**config.mk**
```make
export PLATFORM = sky130hd
export DESIGN_NAME = bb3_window
export DESIGN_NICKNAME = d
export VERILOG_FILES = /design/src/hdl/bb3_pkg.sv /design/src/hdl/bb3_window.sv
export SDC_FILE = /design/constraint.sdc
export NUM_CORES = 1
export LEC_CHECK = 0
export BUFFER_PORTS_ARGS = -buffer_cell sky130_fd_sc_hd__buf_4
export CORE_MARGIN = 5
export CORE_UTILIZATION = 55
export CTS_CLUSTER_DIAMETER = 120
export DETAILED_ROUTE_END_ITERATION = 6
export GPL_TIMING_DRIVEN = 0
export HOLD_SLACK_MARGIN = 0.1
export PLACE_DENSITY = 0.81
export REMOVE_ABC_BUFFERS = 1
export SYNTH_ARGS = -nofsm -noshare
export SYNTH_HDL_FRONTEND = slang
export SYNTH_SLANG_ARGS = --single-unit
```
**constraint.sdc**
```tcl
create_clock -name clk -period 15.8 [get_ports clk]
set_input_delay 0.79 -clock clk [delete_from_list [all_inputs] [get_ports clk]]
set_output_delay 0.79 -clock clk [all_outputs]
set_load 0.02 [all_outputs]
```
**src/hdl/bb3_pkg.sv**
```systemverilog
// Shared constants, types and codes for the 3x3 RGB box blur.
package bb3_pkg;

    localparam int MAX_WIDTH_DEF = 1024;
    localparam int HEIGHT_LIMIT  = 4096;
    localparam int WIDTH_RESET   = 640;
    localparam int HEIGHT_RESET  = 480;

    localparam int CHAN_W      = 8;
    localparam int PIX_W       = 3 * CHAN_W;
    localparam int ROW_W       = 13;
    localparam int CFG_WIDTH_W = 11;
    localparam int CFG_DATA_W  = 13;
    localparam int CFG_INDEX_W = 1;
    localparam int SUM_W       = 12;
    localparam int CNT_W       = 4;
    localparam int NUM_W       = 13;
    localparam int DEN_W       = 5;
    localparam int STEP_W      = 3;

    typedef logic [CHAN_W-1:0] chan_t;
    typedef logic [PIX_W-1:0] pixel_t;
    typedef logic [2:0][SUM_W-1:0] sums_t;
    typedef logic [2:0][CHAN_W-1:0] means_t;

    typedef enum logic {
        KIND_PIXEL = 1'b0,
        KIND_DRAIN = 1'b1
    } kind_t;

    typedef enum logic [CFG_INDEX_W-1:0] {
        CFG_IMAGE_WIDTH  = 1'b0,
        CFG_IMAGE_HEIGHT = 1'b1
    } cfg_index_t;

    typedef enum logic [1:0] {
        ST_IDLE,
        ST_READ,
        ST_SUM,
        ST_DIV
    } state_t;

    typedef struct packed {
        logic up_ok;
        logic down_ok;
        logic left_ok;
        logic right_ok;
    } edge_mask_t;

endpackage

```
**src/hdl/bb3_window.sv**
```systemverilog
// 3x3 pixel window with edge-masked per-channel sums and neighbor count.
module bb3_window (
    input  logic                  clk,
    input  logic                  rst_n,
    input  logic                  shift_en,
    input  bb3_pkg::pixel_t       col_top,
    input  bb3_pkg::pixel_t       col_mid,
    input  bb3_pkg::pixel_t       col_bot,
    input  bb3_pkg::edge_mask_t   mask,
    output bb3_pkg::sums_t        sums,
    output logic [bb3_pkg::CNT_W-1:0] count
);
    import bb3_pkg::*;

    // [row][col], col 2 is the newest column
    pixel_t win_reg [0:2][0:2];
    logic [2:0] row_ok;
    logic [2:0] col_ok;

    assign row_ok = {mask.down_ok, 1'b1, mask.up_ok};
    assign col_ok = {mask.right_ok, 1'b1, mask.left_ok};

    always_ff @(posedge clk or negedge rst_n)
    begin
        if (!rst_n)
        begin
            for (int r = 0; r < 3; r++)
            begin
                for (int c = 0; c < 3; c++)
                begin
                    win_reg[r][c] <= '0;
                end
            end
        end
        else if (shift_en)
        begin
            for (int r = 0; r < 3; r++)
            begin
                win_reg[r][0] <= win_reg[r][1];
                win_reg[r][1] <= win_reg[r][2];
            end
            win_reg[0][2] <= col_top;
            win_reg[1][2] <= col_mid;
            win_reg[2][2] <= col_bot;
        end
    end

    always_comb
    begin
        sums  = '0;
        count = '0;
        for (int r = 0; r < 3; r++)
        begin
            for (int c = 0; c < 3; c++)
            begin
                if (row_ok[r] && col_ok[c])
                begin
                    count = count + CNT_W'(1);
                    for (int ch = 0; ch < 3; ch++)
                    begin
                        sums[ch] = sums[ch] + SUM_W'(win_reg[r][c][ch*CHAN_W +: CHAN_W]);
                    end
                end
            end
        end
    end

endmodule

```
==> impl_metrics.ini <==
[status]
status = finished clean

[power_and_ir_drop]
powerDensity_nw_per_um2 = 209.0
power_uw = 4404
cellLeakagePower_uw = 0.009743
vdd_drop_max_uv = 211.3

[synth]
syn_area_per_cell_um2 = 9.220
synth-warning-count = 0
synth_cell_type_count = 82
synth.cell_area_um2 = 18830
synth-edff-count = 0
synthFlopType = dfrtp_1
syn_inst = 2042
synth_top_area_share_pct = 28.71
async_reset_ff_share_pct = 100.0
yosys.area.top_type = dfrtp_1
yosysSeqAreaShare_pct = 28.71
ys_ff_latch = 216
synthTopCellsByArea = dfrtp_1, mux2_2, ha_1, xnor2_1, o21ai_0

[sta]
worst_pin_slew_ns = 1.179
timing.setup.tns_ns = 0
rsz0062_at_grt = no
whs_ns = 0.1287
slew_headroom_pct = 21.42
hold_viol_final = 0
fin_crit_sh_pct = 70.11
drv_slew = 0
setup_viol = 0
clock.fmax_mhz = 90.27
finalCriticalPeriod_ns = 11.08
skew_ns = 0.01069

[worst_setup_path]
worstSetupPathType = input port to primary output
cpMaxStageDelayCell = buf_4
slowest_delay_ns = 0.65
arrival_ns = 10.29
path_max_fanout = 78
critPathRequiredTime_ns = 15.01
crit_top_cell = ha_1
crit_path_end_kind = primary output
worstSetupStartpointType = input port

[layout]
layout-drive-gt1-share_pct = 19.47
fin_nets = 2419
largest_reg_flops = 216
stdcell_area_um2 = 21070
areaGrowthSynthToFinish_pct = 11.90
n_antenna_cell = 0
num-fill-cells = 2732
utilization_pct = 62.52

[floorplanning]
core_region_area_um2 = 33700
pin_count = 119
fp.dieW_um = 195.0
die_h_um = 195.0
start_util_pct = 55.87
rows = 67
die_area_um2 = 38030

[routing]
ant_nets = 0
vias = 15187
vias_per_cell = 5.864
wl_per_cell_um = 17.22
dr.first_iter.drc_count = 822
drcViolationCount = 0
drt-pass1-iter-count = 5
drt-total-wl_um = 44590

[cts]
cts_resized = 0
clk_latency_ns = 0.56
htreeDepth = 1
clkTransAtPathRegs_ns = 0.07
post_cts_buffers = 0
cts_buffer_depth = 3
hold_buffers = 0
cts_sinks = 216
cts_root_buffer = clkbuf_16
cts_buffers = 27
tritoncts = built

[worst_hold_path]
hold_path_class = input port to asynchronous set/reset pin

[global_route]
grt_pass1_vias = 15466
grt_usage_pct = 22.75
grt_overflow = 0
grt_pass1_wl_um = 73950
antenna_found_initial = 0
grt_start_max_net_pins = 131

[place]
gp_congestion = 0.8753
post_dp_cell_area_um2 = 20120
numPortBuffers = 118
hpwl_um = 31530

[job]
max_cap_viol_count = 0
==> critical path: cells and delay by family <==
kind	cells	cell delay, ns
AOI/OAI and AO/OA	16	3.50
adders and majority gates	9	2.78
and+or+nand+nor	11	1.69
buffers and inverters	4	0.98
xor gates and xnor gates	4	0.53
==> power breakdown <==
group	switching, µW	internal, µW
combinational	1700	1360
clock	262	376
sequential	63.6	634
==> layout make-up <==
class / instances / area (µm²) / share of cell area, %
clock inverters: 14 / 140.1 / 0.6651
multi-input cells: 1620 / 12650 / 60.05
inverters: 132 / 495.5 / 2.352
clock buffers: 36 / 769.5 / 3.652
well taps: 448 / 560.5 / 2.660
repair buffers: 124 / 1046 / 4.965
flip-flops and latches: 216 / 5405 / 25.65
==> per-layer routing <==
layer | GRT usage (%) | part of all wire (%) | vias to the layer above
li1 | - | - | 7410
met1 | 28.64 | 44 | 7362
met4 | 7.111 | 3.0 | 0
met5 | 0 | 0 | -
met2 | 40.27 | 49 | 329
met3 | 3.550 | 4.2 | 86
==> path summary, 6_finish.rpt <==
path	start	end	slack [ns]	depth (start not counted)
worst min register to register	win_reg[211]	win_reg[211]	0.50	1
worst max-delay path	mask[1]	sums[23]	4.72	44
worst max register to register	win_reg[93]	win_reg[117]	14.93	1
max in group asynchronous	rst_n	win_reg[123]	14.87	2
worst min-delay path	rst_n	win_reg[47]	0.13	1
min in group clk	col_bot[2]	win_reg[2]	0.46	2
==> cells by family (layout without fill, tap and decap cells) <==
| family | Yosys count | after routing | share of synthesized area, % |
|---|---|---|---|
| DFF | 216 | 216 | 28.71 |
| AOI/OAI and AO/OA | 526 | 526 | 17.83 |
| adders and majority gates | 222 | 222 | 15.68 |
| muxes | 245 | 245 | 14.53 |
| xor gates and xnor gates | 155 | 155 | 7.503 |
| buffers and inverters | 206 | 306 | 4.120 |
| and+or+nand+nor | 472 | 472 | 11.63 |
==> cell usage in the layout (no fill, tap or decap), types with 26 or more instances in the layout <==
cell / netlist / final
nor2_1: 155 / 155
mux2_2: 220 / 220
nand2_1: 144 / 142
xnor2_1: 105 / 105
inv_1: 131 / 131
a21o_1: 52 / 52
a21oi_1: 122 / 122
clkbuf_16: 0 / 27
o21a_1: 41 / 41
and3_1: 26 / 26
nor2b_1: 32 / 32
xor2_1: 45 / 45
buf_4: 0 / 116
dfrtp_1: 216 / 216
ha_1: 195 / 195
o21ai_0: 152 / 152
==> through the flow <==
stage,setup slack (ns),cells
after floorplan,6.731,1968
after global placement,5.094,2534
after detailed placement,4.867,2538
after CTS,4.750,2588
after global routing,3.941,2590
final,4.723,2590
==> cells in the mapped netlist, types with 23 or more instances <==
master    number
inv_1        131
ha_1         195
o21a_1        41
a21oi_1      122
xor2_1        45
and3_1        26
a211oi_1      23
dfrtp_1      216
xnor2_1      105
mux2_2       220
nand3_1       24
mux2i_1       23
nor2_1       155
a21o_1        52
nor2b_1       32
nand2_1      144
fa_1          24
o21ai_0      152
clkbuf_1      63
No activity file was read; power rests on OpenSTA's default activity.
