### src/hdl/bb3_pkg.sv
// Shared constants, types and codes for the 3x3 RGB box blur.
package bb3_pkg;

    localparam int MAX_WIDTH_DEF = 1024;
    localparam int HEIGHT_LIMIT  = 4096;
    localparam int WIDTH_RESET   = 640;
    localparam int HEIGHT_RESET  = 480;

    localparam int CHAN_W      = 8;
    localparam int PIX_W       = 3 * CHAN_W;
    localparam int ROW_W       = 13;
    localparam int CFG_WIDTH_W = 11;
    localparam int CFG_DATA_W  = 13;
    localparam int CFG_INDEX_W = 1;
    localparam int SUM_W       = 12;
    localparam int CNT_W       = 4;
    localparam int NUM_W       = 13;
    localparam int DEN_W       = 5;
    localparam int STEP_W      = 3;

    typedef logic [CHAN_W-1:0] chan_t;
    typedef logic [PIX_W-1:0] pixel_t;
    typedef logic [2:0][SUM_W-1:0] sums_t;
    typedef logic [2:0][CHAN_W-1:0] means_t;

    typedef enum logic {
        KIND_PIXEL = 1'b0,
        KIND_DRAIN = 1'b1
    } kind_t;

    typedef enum logic [CFG_INDEX_W-1:0] {
        CFG_IMAGE_WIDTH  = 1'b0,
        CFG_IMAGE_HEIGHT = 1'b1
    } cfg_index_t;

    typedef enum logic [1:0] {
        ST_IDLE,
        ST_READ,
        ST_SUM,
        ST_DIV
    } state_t;

    typedef struct packed {
        logic up_ok;
        logic down_ok;
        logic left_ok;
        logic right_ok;
    } edge_mask_t;

endpackage

### src/hdl/bb3_div.sv
// Three-lane restoring divider: floor((2*sum + n) / (2*n)), one quotient bit per cycle.
module bb3_div (
    input  logic                      clk,
    input  logic                      rst_n,
    input  logic                      start,
    input  bb3_pkg::sums_t            sums,
    input  logic [bb3_pkg::CNT_W-1:0] count,
    output bb3_pkg::means_t           quot,
    output logic                      done
);
    import bb3_pkg::*;

    logic [2:0][NUM_W-1:0] rem_reg, rem_next;
    means_t                quot_reg, quot_next;
    logic [DEN_W-1:0]      den_reg, den_next;
    logic [STEP_W-1:0]     step_reg, step_next;
    logic                  busy_reg, busy_next;
    logic                  done_reg, done_next;
    logic [NUM_W-1:0]      trial;

    assign quot = quot_reg;
    assign done = done_reg;

    always_comb
    begin
        rem_next  = rem_reg;
        quot_next = quot_reg;
        den_next  = den_reg;
        step_next = step_reg;
        busy_next = busy_reg;
        done_next = done_reg;
        trial     = NUM_W'(den_reg) << step_reg;
        if (start)
        begin
            for (int i = 0; i < 3; i++)
            begin
                rem_next[i] = NUM_W'({sums[i], 1'b0}) + NUM_W'(count);
            end
            quot_next = '0;
            den_next  = {count, 1'b0};
            step_next = '1;
            busy_next = 1'b1;
            done_next = 1'b0;
        end
        else if (busy_reg)
        begin
            for (int i = 0; i < 3; i++)
            begin
                if (rem_reg[i] >= trial)
                begin
                    rem_next[i]            = rem_reg[i] - trial;
                    quot_next[i][step_reg] = 1'b1;
                end
            end
            step_next = step_reg - STEP_W'(1);
            if (step_reg == '0)
            begin
                busy_next = 1'b0;
                done_next = 1'b1;
            end
        end
    end

    always_ff @(posedge clk or negedge rst_n)
    begin
        if (!rst_n)
        begin
            busy_reg <= 1'b0;
            done_reg <= 1'b0;
            step_reg <= '0;
        end
        else
        begin
            busy_reg <= busy_next;
            done_reg <= done_next;
            step_reg <= step_next;
        end
    end

    always_ff @(posedge clk)
    begin
        rem_reg  <= rem_next;
        quot_reg <= quot_next;
        den_reg  <= den_next;
    end

endmodule

### config.mk
export PLATFORM = sky130hd
export DESIGN_NAME = bb3_div
export DESIGN_NICKNAME = d
export VERILOG_FILES = /design/src/hdl/bb3_pkg.sv /design/src/hdl/bb3_div.sv
export SDC_FILE = /design/constraint.sdc
export NUM_CORES = 1
export LEC_CHECK = 0
export BUFFER_PORTS_ARGS = -buffer_cell sky130_fd_sc_hd__buf_2
export CELL_PAD_IN_SITES_DETAIL_PLACEMENT = 0
export CELL_PAD_IN_SITES_GLOBAL_PLACEMENT = 1
export CORE_MARGIN = 4
export CORE_UTILIZATION = 49
export DETAILED_ROUTE_END_ITERATION = 10
export GPL_TIMING_DRIVEN = 0
export PLACE_DENSITY = 0.9
export SLEW_MARGIN = 20
export SYNTH_ARGS = -nofsm -noshare
export SYNTH_HDL_FRONTEND = slang
export SYNTH_SLANG_ARGS = --single-unit
### constraint.sdc
create_clock -name clk -period 6.85 [get_ports clk]
set_input_delay 1.37 -clock clk [delete_from_list [all_inputs] [get_ports clk]]
set_output_delay 1.37 -clock clk [all_outputs]
set_load 0.02 [all_outputs]
==> flow_summary.yaml <==
status:
  status: "complete, no violations"
critical_path:
  crit_slowest_cell: "o21ai_0"
  r2r-end: "rem_reg[14]$_DFFE_PP_"
  cp_max_fo: 12
  max_stage_delay_ns: 0.88
  cp-end-kind: "register"
  rr_worst_depth: 12
  cp-startpoint: "step_reg[1]$_DFFE_PN0N_"
  crit_path_start_kind: "register"
  r2r_setup_slack_ns: 2.52
  crit_top_cell: "clkbuf_1"
  worstSetupEndpoint: "rem_reg[14]$_DFFE_PP_"
  critPathArrivalTime_ns: 4.33
  cp_num_cells: 12
  critical_path_required_ns: 6.85
  crit_family: "compound AO/OA/AOI/OAI gates"
  path_class: "register to register"
  crit_buf_inv: 3
  timing.rr.start: "step_reg[1]$_DFFE_PN0N_"
  cp_cell_sequence: "clkbuf_1, clkbuf_1, and3_1, o21ai_0, ha_1, nand3_2, or4_4, nor2_1, a2111oi_1, o41a_2, buf_6, o21bai_2"
clocking:
  htreeDepth: 3
  cts_buffers: 9
  cts_tree: "built"
  clkSinkCount: 71
  path_clk_slew_ns: 0.08
  post-cts-setup-buffer-count: 0
  cts-root-buf: "clkbuf_8"
  clkLatencyLatePin_ns: 0.37
  cts_resized: 0
  holdBufCountCts: 0
  clockBufferDepth: 2
sta:
  slew_headroom: 0.224
  worst_slew_pin_slew_ns: 1.15
  rsz0062_at_grt: "no"
  skew_ns: 0.0173
  fin_crit_sh: 0.632
  fin_crit_ns: 4.33
  setup_violations: 0
  final-hold-violation-count: 0
  max_freq_mhz: 231
  tns_ns: 0
  finalMaxSlewViolations: 0
placement:
  io_buffers: 67
  dp_hpwl_um: 10400
  gp_congestion: 0.858
logic_synthesis:
  synth_area_leaders: "edfxtp_1 (24%), ha_1 (11%), dfxtp_1 (9.1%), xor2_1 (5.0%), xnor2_1 (4.5%)"
  synth-edff-count: 42
  ys_dominant_reg_cell: "edfxtp_1"
  synth_nets: 671
  synth_area_leader_cell: "edfxtp_1"
  synthTopCellsByCount: "nand2_1 (48), ha_1 (47), inv_1 (47), edfxtp_1 (42), a21oi_1 (40)"
  yosysWarnings: 0
  synth_top_area_share: 0.238
  synth.most_common_cell: "nand2_1"
  ys_async_sr_fraction: 0.0704
  synth.ff_latch_count: 71
  yosysSeqAreaShare: 0.352
  synthesis.instances: 578
  syn_area_um2: 5300
  synth_cell_types: 66
  avgSynthCellArea_um2: 9.17
die:
  num_io_pins: 68
  core_um2: 10400
  die_w_um: 112
  die-height_um: 112
  rows: 37
  dieArea_um2: 12500
  start_util: 0.509
detailed_routing:
  vias_per_cell: 5.68
  drt_iter0_markers: 247
  wl_per_cell_um: 16.9
  routed_wl_um: 13500
  dr.pass1.iters: 4
  vias: 4526
  postRouteAntennaNets: 0
  drc: 0
finish:
  drive_gt1_frac: 0.165
  fin_nets: 749
  areaGrowthSynthToFinish_pct: 13.3
  n_antenna_cell: 0
  largest_reg_flops: 38
global_route:
  grt_pass1_vias: 4512
  gr-total-overflow: 0
  grt_pass1_wl_um: 22000
  antenna_found_initial: 0
  track_usage: 0.221
  grt_start_max_net_pins: 14
worst_hold_path:
  hp-class: "register to register"
  hp-start: "quot[16]$_SDFFE_PP0P_"
  whs_path_depth: 2
pwr:
  peakVddDrop_v: 0.000143
  p_leak_uw: 0.00256
  p_total_uw: 2400
  power_density_nw_per_um2: 400
run:
  cap_violations: 0
==> power breakdown <==
part           switching (uW)  leakage, uW  internal [uW]
sequential               61.7     0.000680            638
combinational             801      0.00178            568
clock                     176    0.0000998            156
==> stage by stage <==
stage                     hold slack (ns)  cells  instance area [um2]  utilization  worst slack (ns)
final                               0.475    797                 6000        0.576              2.52
after global routing                0.500    797                 6000        0.576              2.32
after CTS                           0.475    797                 6000        0.576              2.43
after detailed placement            0.463    781                 5810        0.558              2.45
after global placement              0.457    781                 5810        0.557              2.48
after floorplan                     0.548    578                 5300            -              3.56
==> layout by cell type, fill, tap and decap left out, types with 4 or more instances in the layout <==
cell,instances
o22ai_1,19
ha_1,47
xor2_1,30
a21oi_1,40
a31oi_1,5
nand4_1,8
buf_2,67
or3_1,4
dfrtp_1,5
nor2b_1,8
o21a_1,10
nand2_1,48
mux2i_1,8
clkbuf_8,9
o21ai_1,17
a21o_1,16
xnor2_1,27
clkbuf_1,17
nand2b_1,11
o22ai_2,9
buf_1,5
and3_1,7
dfxtp_1,24
inv_1,47
nand3_1,15
edfxtp_1,42
o21ai_0,16
o211ai_1,5
nor2_1,32
==> worst reg2reg max path: stages (launching register included) <==
cell and delay, ns:
dfrtp_1 0.36, clkbuf_1 0.20, clkbuf_1 0.28, and3_1 0.24, o21ai_0 0.88, ha_1 0.34, nand3_2 0.13, or4_4 0.53
nor2_1 0.13, a2111oi_1 0.07, o41a_2 0.13, buf_6 0.16, o21bai_2 0.49
==> logic make-up after synthesis <==
family                   Yosys count  share of synthesized area
AO/OA/AOI/OAI                    164                      0.211
flip-flops                        71                      0.352
adder cells (fa/ha/maj)           50                      0.122
AND/OR/NAND/NOR                  157                      0.152
buffers and inverters             70                     0.0510
XOR/XNOR                          57                     0.0942
multiplexers                       9                     0.0172
==> cell type report <==
class	count	area (um2)
inverters	48	180
clock inverters	5	37.5
clock buffers	11	153
repair buffers	67	335
flip-flops and latches	71	1870
plain buffers	22	90.1
multi-input cells	437	3170
fillers	948	4410
well taps	136	170
==> per-layer routing <==
layer / global-route usage / up-vias / wire, um
met5: 0 / - / 0
met4: 0.0809 / 0 / 337
met3: 0.0480 / 21 / 857
met2: 0.364 / 148 / 6280
met1: 0.286 / 2114 / 6040
li1: - / 2243 / -
==> worst min path at each step <==
stage | end | slack [ns]
detailed placement | quot[6]$_SDFFE_PP0P_ | 0.46
floorplan | quot[17]$_SDFFE_PP0P_ | 0.55
global placement | quot[5]$_SDFFE_PP0P_ | 0.46
global route | quot[17]$_SDFFE_PP0P_ | 0.50
CTS | quot[6]$_SDFFE_PP0P_ | 0.47
finish | quot[16]$_SDFFE_PP0P_ | 0.47
Note: power is estimated with default switching activity, not from simulation.
